[config.mk]
export PLATFORM = sky130hd
export DESIGN_NAME = url_query_tokenizer
export DESIGN_NICKNAME = d
export VERILOG_FILES = /design/src/sv/uqt_pkg.sv /design/src/sv/uqt_step.sv /design/src/sv/url_query_tokenizer.sv
export SDC_FILE = /design/constraint.sdc
export NUM_CORES = 1
export LEC_CHECK = 0
export ABC_CLOCK_PERIOD_IN_PS = 3470
export BUFFER_PORTS_ARGS = -buffer_cell sky130_fd_sc_hd__buf_2
export CAP_MARGIN = 20
export CORE_MARGIN = 4
export CORE_UTILIZATION = 30
export CTS_BUF_LIST = sky130_fd_sc_hd__clkbuf_2
export DETAILED_ROUTE_END_ITERATION = 8
export GPL_TIMING_DRIVEN = 0
export SLEW_MARGIN = 30
export SYNTH_ARGS = -nofsm -noshare
export SYNTH_HDL_FRONTEND = slang
export SYNTH_SLANG_ARGS = --single-unit
[constraint.sdc]
create_clock -name clock -period 3.47 [get_ports clock]
set_clock_uncertainty 0.15 [all_clocks]
set_input_delay 0.347 -clock clock [delete_from_list [all_inputs] [get_ports clock]]
set_output_delay 0.347 -clock clock [all_outputs]
set_load 0.01 [all_outputs]
[src/sv/uqt_pkg.sv]
// shared types, codes and helpers for the url query tokenizer
package uqt_pkg;

   // input transaction payload
   typedef struct packed {
      logic       action;
      logic [7:0] in_byte;
   } req_type;

   // result transaction payload
   typedef struct packed {
      logic [2:0] kind;
      logic [7:0] out_char;
      logic       query_end;
   } rsp_type;

   // input action codes
   localparam logic ACT_BYTE = 1'b0;
   localparam logic ACT_END  = 1'b1;

   // result kind codes
   localparam logic [2:0] KIND_KEY_CHAR = 3'd0;
   localparam logic [2:0] KIND_VAL_CHAR = 3'd1;
   localparam logic [2:0] KIND_UNNAMED  = 3'd2;
   localparam logic [2:0] KIND_PAIR     = 3'd3;
   localparam logic [2:0] KIND_NONE     = 3'd4;

   // parser modes
   typedef enum logic [1:0] {
      MODE_KEY     = 2'd0,
      MODE_VAL     = 2'd1,
      MODE_KEY_ESC = 2'd2,
      MODE_VAL_ESC = 2'd3
   } mode_type;

   // parser state carried between transactions
   typedef struct packed {
      mode_type   mode;
      logic       digit_seen;
      logic [3:0] first_nib;
      logic       key_has;
   } state_type;

   // special bytes
   localparam logic [7:0] CH_PERCENT = 8'h25;
   localparam logic [7:0] CH_AMP     = 8'h26;
   localparam logic [7:0] CH_SEMI    = 8'h3B;
   localparam logic [7:0] CH_PLUS    = 8'h2B;
   localparam logic [7:0] CH_EQUAL   = 8'h3D;
   localparam logic [7:0] CH_SPACE   = 8'h20;
   localparam logic [7:0] CH_ZERO    = 8'h30;
   localparam logic [7:0] CH_NINE    = 8'h39;
   localparam logic [7:0] CH_LOW_A   = 8'h61;
   localparam logic [7:0] CH_LOW_Z   = 8'h7A;
   localparam logic [7:0] CASE_DIFF  = 8'h20;
   localparam logic [7:0] HEX_BIAS   = 8'd55;

   // escape digit value, no hex check, wraps modulo 256
   function automatic logic [7:0] nibble_of(input logic [7:0] b);
      logic [7:0] c;
      c = b;
      if (b >= CH_ZERO && b <= CH_NINE) begin
         return b - CH_ZERO;
      end
      if (b >= CH_LOW_A && b <= CH_LOW_Z) begin
         c = b - CASE_DIFF;
      end
      return c - HEX_BIAS;
   endfunction

endpackage

[src/sv/uqt_step.sv]
// one parser step: next state and result for one query transaction
module uqt_step (
   input  uqt_pkg::state_type st,
   input  uqt_pkg::req_type   item,
   output uqt_pkg::state_type st_next,
   output logic               res_valid,
   output uqt_pkg::rsp_type   res
);

   logic       in_key;
   logic [7:0] nib;
   logic [7:0] esc_char;
   logic       is_sep;

   // shared decode of the byte
   always_comb begin
      in_key   = (st.mode == uqt_pkg::MODE_KEY) || (st.mode == uqt_pkg::MODE_KEY_ESC);
      nib      = uqt_pkg::nibble_of(item.in_byte);
      esc_char = {st.first_nib, 4'b0000} + nib;
      is_sep   = (item.in_byte == uqt_pkg::CH_AMP) || (item.in_byte == uqt_pkg::CH_SEMI);
   end

   // next state
   always_comb begin
      st_next = st;
      if (item.action == uqt_pkg::ACT_END) begin
         st_next.mode       = uqt_pkg::MODE_KEY;
         st_next.digit_seen = 1'b0;
         st_next.first_nib  = 4'd0;
         st_next.key_has    = 1'b0;
      end else begin
         unique case (st.mode)
            uqt_pkg::MODE_KEY_ESC, uqt_pkg::MODE_VAL_ESC: begin
               if (!st.digit_seen) begin
                  st_next.digit_seen = 1'b1;
                  st_next.first_nib  = nib[3:0];
               end else begin
                  st_next.digit_seen = 1'b0;
                  st_next.first_nib  = 4'd0;
                  st_next.mode       = in_key ? uqt_pkg::MODE_KEY : uqt_pkg::MODE_VAL;
                  if (in_key) begin
                     st_next.key_has = 1'b1;
                  end
               end
            end
            uqt_pkg::MODE_KEY, uqt_pkg::MODE_VAL: begin
               priority if (item.in_byte == uqt_pkg::CH_PERCENT) begin
                  st_next.digit_seen = 1'b0;
                  st_next.first_nib  = 4'd0;
                  st_next.mode = in_key ? uqt_pkg::MODE_KEY_ESC : uqt_pkg::MODE_VAL_ESC;
               end else if (is_sep) begin
                  st_next.key_has = 1'b0;
                  st_next.mode    = uqt_pkg::MODE_KEY;
               end else if (item.in_byte == uqt_pkg::CH_EQUAL && in_key) begin
                  st_next.mode = uqt_pkg::MODE_VAL;
               end else if (in_key) begin
                  st_next.key_has = 1'b1;
               end else begin
                  st_next.key_has = st.key_has;
               end
            end
            default: begin
               st_next = st;
            end
         endcase
      end
   end

   // result
   always_comb begin
      res_valid     = 1'b0;
      res.kind      = uqt_pkg::KIND_NONE;
      res.out_char  = 8'd0;
      res.query_end = 1'b0;
      if (item.action == uqt_pkg::ACT_END) begin
         res_valid     = 1'b1;
         res.query_end = 1'b1;
         if (in_key) begin
            res.kind = st.key_has ? uqt_pkg::KIND_UNNAMED : uqt_pkg::KIND_NONE;
         end else begin
            res.kind = uqt_pkg::KIND_PAIR;
         end
      end else begin
         unique case (st.mode)
            uqt_pkg::MODE_KEY_ESC, uqt_pkg::MODE_VAL_ESC: begin
               if (st.digit_seen) begin
                  res_valid    = 1'b1;
                  res.kind     = in_key ? uqt_pkg::KIND_KEY_CHAR : uqt_pkg::KIND_VAL_CHAR;
                  res.out_char = esc_char;
               end
            end
            uqt_pkg::MODE_KEY, uqt_pkg::MODE_VAL: begin
               priority if (item.in_byte == uqt_pkg::CH_PERCENT) begin
                  res_valid = 1'b0;
               end else if (is_sep) begin
                  res_valid = 1'b1;
                  res.kind  = in_key ? uqt_pkg::KIND_UNNAMED : uqt_pkg::KIND_PAIR;
               end else if (item.in_byte == uqt_pkg::CH_EQUAL && in_key) begin
                  res_valid = 1'b0;
               end else begin
                  res_valid    = 1'b1;
                  res.kind     = in_key ? uqt_pkg::KIND_KEY_CHAR : uqt_pkg::KIND_VAL_CHAR;
                  res.out_char = (item.in_byte == uqt_pkg::CH_PLUS) ? uqt_pkg::CH_SPACE
                                                                    : item.in_byte;
               end
            end
            default: begin
               res_valid = 1'b0;
            end
         endcase
      end
   end

endmodule

[src/sv/url_query_tokenizer.sv]
// url query tokenizer top level: input register, parser step, result register
//
// Takes one query byte (or an end-of-query mark) per transaction and returns at
// most one result: a decoded key or value character, an unnamed-key or pair
// event, or on end of query a flush report. Throughput is one transaction per
// clock unless the result side stalls. An accepted transaction is held in the
// input register, passes through a single step of the parser and lands in the
// result register, where rsp_valid rises. The parser state updates in the same
// cycle the registered item is consumed, so each item sees the state its
// predecessor left. If the result side stalls, one more item is held in the input
// register before req_ready drops. No clearing pass is needed after reset.
module url_query_tokenizer (
   input  logic             clock,
   input  logic             reset,
   input  logic             req_valid,
   output logic             req_ready,
   input  uqt_pkg::req_type req_data,
   output logic             rsp_valid,
   input  logic             rsp_ready,
   output uqt_pkg::rsp_type rsp_data
);

   logic               in_valid_ff;
   logic               in_valid_in;
   uqt_pkg::req_type   in_data_ff;
   uqt_pkg::state_type st_ff;
   uqt_pkg::state_type st_in;
   logic               rsp_valid_ff;
   logic               rsp_valid_in;
   uqt_pkg::rsp_type   rsp_data_ff;
   uqt_pkg::state_type step_next;
   logic               step_res_valid;
   uqt_pkg::rsp_type   step_res;
   logic               proceed;
   logic               req_fire;

   // parser step
   uqt_step u_step (
      .st        (st_ff),
      .item      (in_data_ff),
      .st_next   (step_next),
      .res_valid (step_res_valid),
      .res       (step_res)
   );

   // flow control
   always_comb begin
      proceed   = in_valid_ff && (!step_res_valid || !rsp_valid_ff || rsp_ready);
      req_ready = !in_valid_ff || proceed;
      req_fire  = req_valid && req_ready;
   end

   // next values
   always_comb begin
      in_valid_in = in_valid_ff;
      if (req_fire) begin
         in_valid_in = 1'b1;
      end else if (proceed) begin
         in_valid_in = 1'b0;
      end
      st_in = proceed ? step_next : st_ff;
      rsp_valid_in = rsp_valid_ff;
      if (proceed && step_res_valid) begin
         rsp_valid_in = 1'b1;
      end else if (rsp_ready) begin
         rsp_valid_in = 1'b0;
      end
   end

   // control registers
   always_ff @(posedge clock) begin
      if (reset) begin
         in_valid_ff      <= 1'b0;
         rsp_valid_ff     <= 1'b0;
         st_ff.mode       <= uqt_pkg::MODE_KEY;
         st_ff.digit_seen <= 1'b0;
         st_ff.first_nib  <= 4'd0;
         st_ff.key_has    <= 1'b0;
      end else begin
         in_valid_ff  <= in_valid_in;
         rsp_valid_ff <= rsp_valid_in;
         st_ff        <= st_in;
      end
   end

   // payload registers
   always_ff @(posedge clock) begin
      if (req_fire) begin
         in_data_ff <= req_data;
      end
      if (proceed && step_res_valid) begin
         rsp_data_ff <= step_res;
      end
   end

   assign rsp_valid = rsp_valid_ff;
   assign rsp_data  = rsp_data_ff;

   // an end-of-query transaction leaves the parser in its reset state
   a_end_resets: assert property (@(posedge clock) disable iff (reset)
      (proceed && in_data_ff.action == uqt_pkg::ACT_END) |=>
      (st_ff.mode == uqt_pkg::MODE_KEY && !st_ff.digit_seen && !st_ff.key_has))
      else $error("end of query did not reset parser state");

   // a pending escape digit exists only in an escape mode
   a_digit_in_esc: assert property (@(posedge clock) disable iff (reset)
      st_ff.digit_seen |->
      (st_ff.mode == uqt_pkg::MODE_KEY_ESC || st_ff.mode == uqt_pkg::MODE_VAL_ESC))
      else $error("escape digit pending outside escape mode");

   // emitting a key character marks the key as non-empty
   a_key_marked: assert property (@(posedge clock) disable iff (reset)
      (proceed && step_res_valid && step_res.kind == uqt_pkg::KIND_KEY_CHAR) |=>
      st_ff.key_has)
      else $error("key char emitted without marking key");

   // end reports are events only, never characters
   a_end_kind: assert property (@(posedge clock) disable iff (reset)
      (rsp_valid_ff && rsp_data_ff.query_end) |->
      ((rsp_data_ff.kind == uqt_pkg::KIND_UNNAMED || rsp_data_ff.kind == uqt_pkg::KIND_PAIR
        || rsp_data_ff.kind == uqt_pkg::KIND_NONE) && rsp_data_ff.out_char == 8'd0))
      else $error("end of query result carries a character");

   // a held result is not overwritten
   a_no_overwrite: assert property (@(posedge clock) disable iff (reset)
      (rsp_valid_ff && !rsp_ready) |-> !(proceed && step_res_valid))
      else $error("result register overwritten while stalled");

endmodule

==> results_dict.tcl <==
set metrics [dict create \
    synthTopCellsByArea "edfxtp_1 32%, dfxtp_1 10%, ha_1 6.9%" \
    ff2ff_path_depth 14 \
    worst_slew_pin_slew_ns 0.699 \
    htree_num_levels 2 \
    synth_top_area_share_pct 31.6 \
    yosys_warnings 0 \
    slowest_stage "edfxtp_1" \
    grt_pass1_vias 1535 \
    ant_nets 0 \
    firstDrtPassIters 4 \
    status "finished, violations left" \
    clkPwrFrac_pct 23.1 \
    worstSetupPathType "reg2reg" \
    critPathRequiredTime_ns 3.45 \
    crit_top_cell "xnor2_1" \
    drc 0 \
    cts_sinks 31 \
    synth_cell_type_count 47 \
    rsz0062_at_grt "true" \
    drt_iter0_markers 213 \
    fp.dieW_microns 89.5 \
    p_switching_uw 228 \
    setup_viol 1 \
    r2r_slack_ns -0.03 \
    yosysTopAreaCell "edfxtp_1" \
    nNetsFinal 281 \
    syn_to_final_growth_pct 24.6 \
    dieArea_sq_um 8010 \
    viasPerCell 5.03 \
    ys_seq_area_share_pct 41.7 \
    numPortBuffers 25 \
    internal-power_uw 532 \
    grt_use_total_pct 11.9 \
    start_util_pct 31.2 \
    vias 1681 \
    endpoint_kind "flip-flop" \
    power_leakage_nw 0.999 \
    p_seq_share_pct 55.5 \
    netSwitchingFraction_pct 30.0 \
    overflow 0 \
    maxCapViolCount 0 \
    fin_ws_ns -0.0306 \
    period_share_pct 101 \
    antennaDiodeCount 0 \
    coreArea_sq_um 6390 \
    reg2reg_from "in_data_ff[0]" \
    avgSynthCellArea_sq_um 9.63 \
    clk_pin_slew_ns 0.17 \
    syn_area_sq_um 1990 \
    slew_headroom_pct 53.2 \
    startpoint "in_data_ff[0]" \
    powerDensity_nw_per_um2 306 \
    setup_tns_ns -0.0306 \
    top_usage_layer "met2" \
    drv_slew 0 \
    ys_ff_latch 31 \
    drive_gt1_share_pct 22.6 \
    place.gp.congestion 0.863 \
    power_uw 761 \
    max-clock-path-buffers 2 \
    die_y_microns 89.5 \
    cpPeakStageDelay_ns 0.54 \
    ys.flop_type "edfxtp_1" \
    syn_nets 232 \
    use_met1_pct 16.4 \
    synth_edf_count 21 \
    floorplan.rows 29 \
    grt_pass1_wl_microns 7400 \
    holdPathStages 3 \
    cp.arrival_ns 3.48 \
    tritoncts "yes" \
    min_from "req_valid" \
    async_flop_share_pct 0 \
    ir_drop_uv 172 \
    grt_use_met3_pct 2.95 \
    timing.rr.end "rsp_data[8]" \
    dp_hpwl_microns 3270 \
    met2_usage_pct 17.9 \
    root_buffer "clkbuf_2" \
    wl_per_cell_microns 13.5 \
    hold_viol 0 \
    fmax_mhz 286 \
    violations "negative setup slack" \
    hold_path_end "in_valid_ff" \
    hold_path_class "in2reg" \
    power_frac_comb_pct 21.4 \
    crit_chain "inv_2 > ha_4 > or4b_4 > a21oi_4 > nor3_2 > o31ai_1 > nand3_1 > a31oi_2 > ha_1 > a21oi_2 > xnor2_2 > xnor2_1 > xnor2_1 > o41ai_2" \
    crit_path_start_kind "flip-flop" \
    ios 27 \
    postSynthCellCount 207 \
    layout_min_cycle_time_ns 3.50 \
    path_max_fanout 4 \
    numCtsBuffers 5 \
    grt_max_degree 13 \
    insertion_delay_ns 0.36 \
    antenna_found_initial 0 \
    postRouteWirelength_microns 4520 \
]
cells in the mapped netlist, types with 4 or more instances:
| cell | instances |
|---|---|
| a21o_1 | 4 |
| a21oi_1 | 15 |
| a31oi_1 | 4 |
| and2_1 | 5 |
| clkbuf_1 | 7 |
| dfxtp_1 | 10 |
| edfxtp_1 | 21 |
| ha_1 | 11 |
| inv_1 | 12 |
| mux2i_1 | 8 |
| nand2_1 | 17 |
| nand2b_1 | 4 |
| nand3_1 | 4 |
| nor2_1 | 23 |
| nor2b_1 | 7 |
| o21ai_1 | 4 |
| xnor2_1 | 10 |
sequential cells by signal (all words and copies together), names as in the netlist:
| signal | cells |
|---|---|
| in_data_ff | 9 |
| in_valid_ff | 1 |
| rsp_data | 12 |
| rsp_valid | 1 |
| st_ff | 8 |
final cells by class:
cell class,instances,area (sq um)
multi-input cells,155,1150
flip-flops and latches,31,831
clock buffers,5,25.0
fillers,648,3900
clock inverters,3,15.0
repair buffers,42,275
inverters,12,45.0
plain buffers,9,41.3
well taps,77,96.3
worst max-delay path, delay by kind of cell (launching register included):
kind                     cells  cell delay (ns)
buffers and inverters        1             0.13
AO/OA/AOI/OAI                5             0.87
XOR/XNOR                     3             0.50
adder cells (fa/ha/maj)      2             0.41
flip-flops                   1             0.54
AND/OR/NAND/NOR              3             0.68
per-layer routing:
layer	wire length, microns	vias to the layer above
li1	-	847
met2	2050	48
met5	0	-
met1	2040	778
met4	115	0
met3	312	8
stage by stage:
step | utilization, % | hold WS (ns) | cell area [sq um] | worst slack (ns) | cells
floorplan | - | 0.296 | 1990 | 0.0826 | 207
detailed placement | 34.8 | 0.359 | 2220 | -0.367 | 309
global route | 38.9 | 0.0699 | 2480 | -0.227 | 334
CTS | 38.8 | 0.0701 | 2470 | -0.0217 | 334
global placement | 34.7 | 0.347 | 2210 | -0.319 | 309
finish | 38.9 | 0.0968 | 2480 | -0.0306 | 334
layout by cell type (no fill, tap or decap), drive strengths merged, types with 5 or more instances in the layout:
cell type    instances
and2                 5
dfxtp               10
edfxtp              21
nor2                23
a21oi               16
nand2               17
nor2b                7
o21ai                6
clkbuf              12
dlygate4sd3          9
buf                 35
inv                 12
mux2i                8
ha                  11
xnor2               10
how the worst max path moves through the flow:
stage / endpoint / slack [ns] / cells after the start
final: rsp_data[8] / -0.03 / 14
after global routing: rsp_data[8] / -0.23 / 14
after CTS: rsp_data[8] / -0.02 / 14
after detailed placement: rsp_data[8] / -0.37 / 14
after global placement: rsp_data[8] / -0.32 / 14
after floorplan: rsp_data[8] / 0.08 / 14
power by group through the flow:
stage	Combinational (mW)	Clock (mW)	Sequential (mW)
2_1_floorplan	0.0928	0	0.434
5_1_grt	0.180	0.201	0.424
6_report	0.163	0.176	0.422
3_5_place_dp	0.133	0	0.432
4_1_cts	0.159	0.187	0.422
3_3_place_gp	0.132	0	0.432
logic make-up (layout without fill, tap and decap cells):
| family | after synthesis | in the layout | synth area share, % |
|---|---|---|---|
| AND/OR/NAND/NOR | 73 | 73 | 19.0 |
| XOR/XNOR | 10 | 10 | 4.39 |
| adder cells (fa/ha/maj) | 12 | 12 | 7.91 |
| buffers and inverters | 21 | 71 | 4.33 |
| flip-flops | 31 | 31 | 41.7 |
| AO/OA/AOI/OAI | 51 | 51 | 18.1 |
| multiplexers | 9 | 9 | 4.58 |
repair_timing:
item | in CTS | in global routing
hold buffers | 9 | 0
setup buffers | 8 | 0
hold endpoints to repair | 9 | 0
pin swaps | 12 | 4
endpoints found under the setup margin | 1 | 1
resized for setup | 13 | 1
Note: power is estimated with default switching activity, not from simulation.
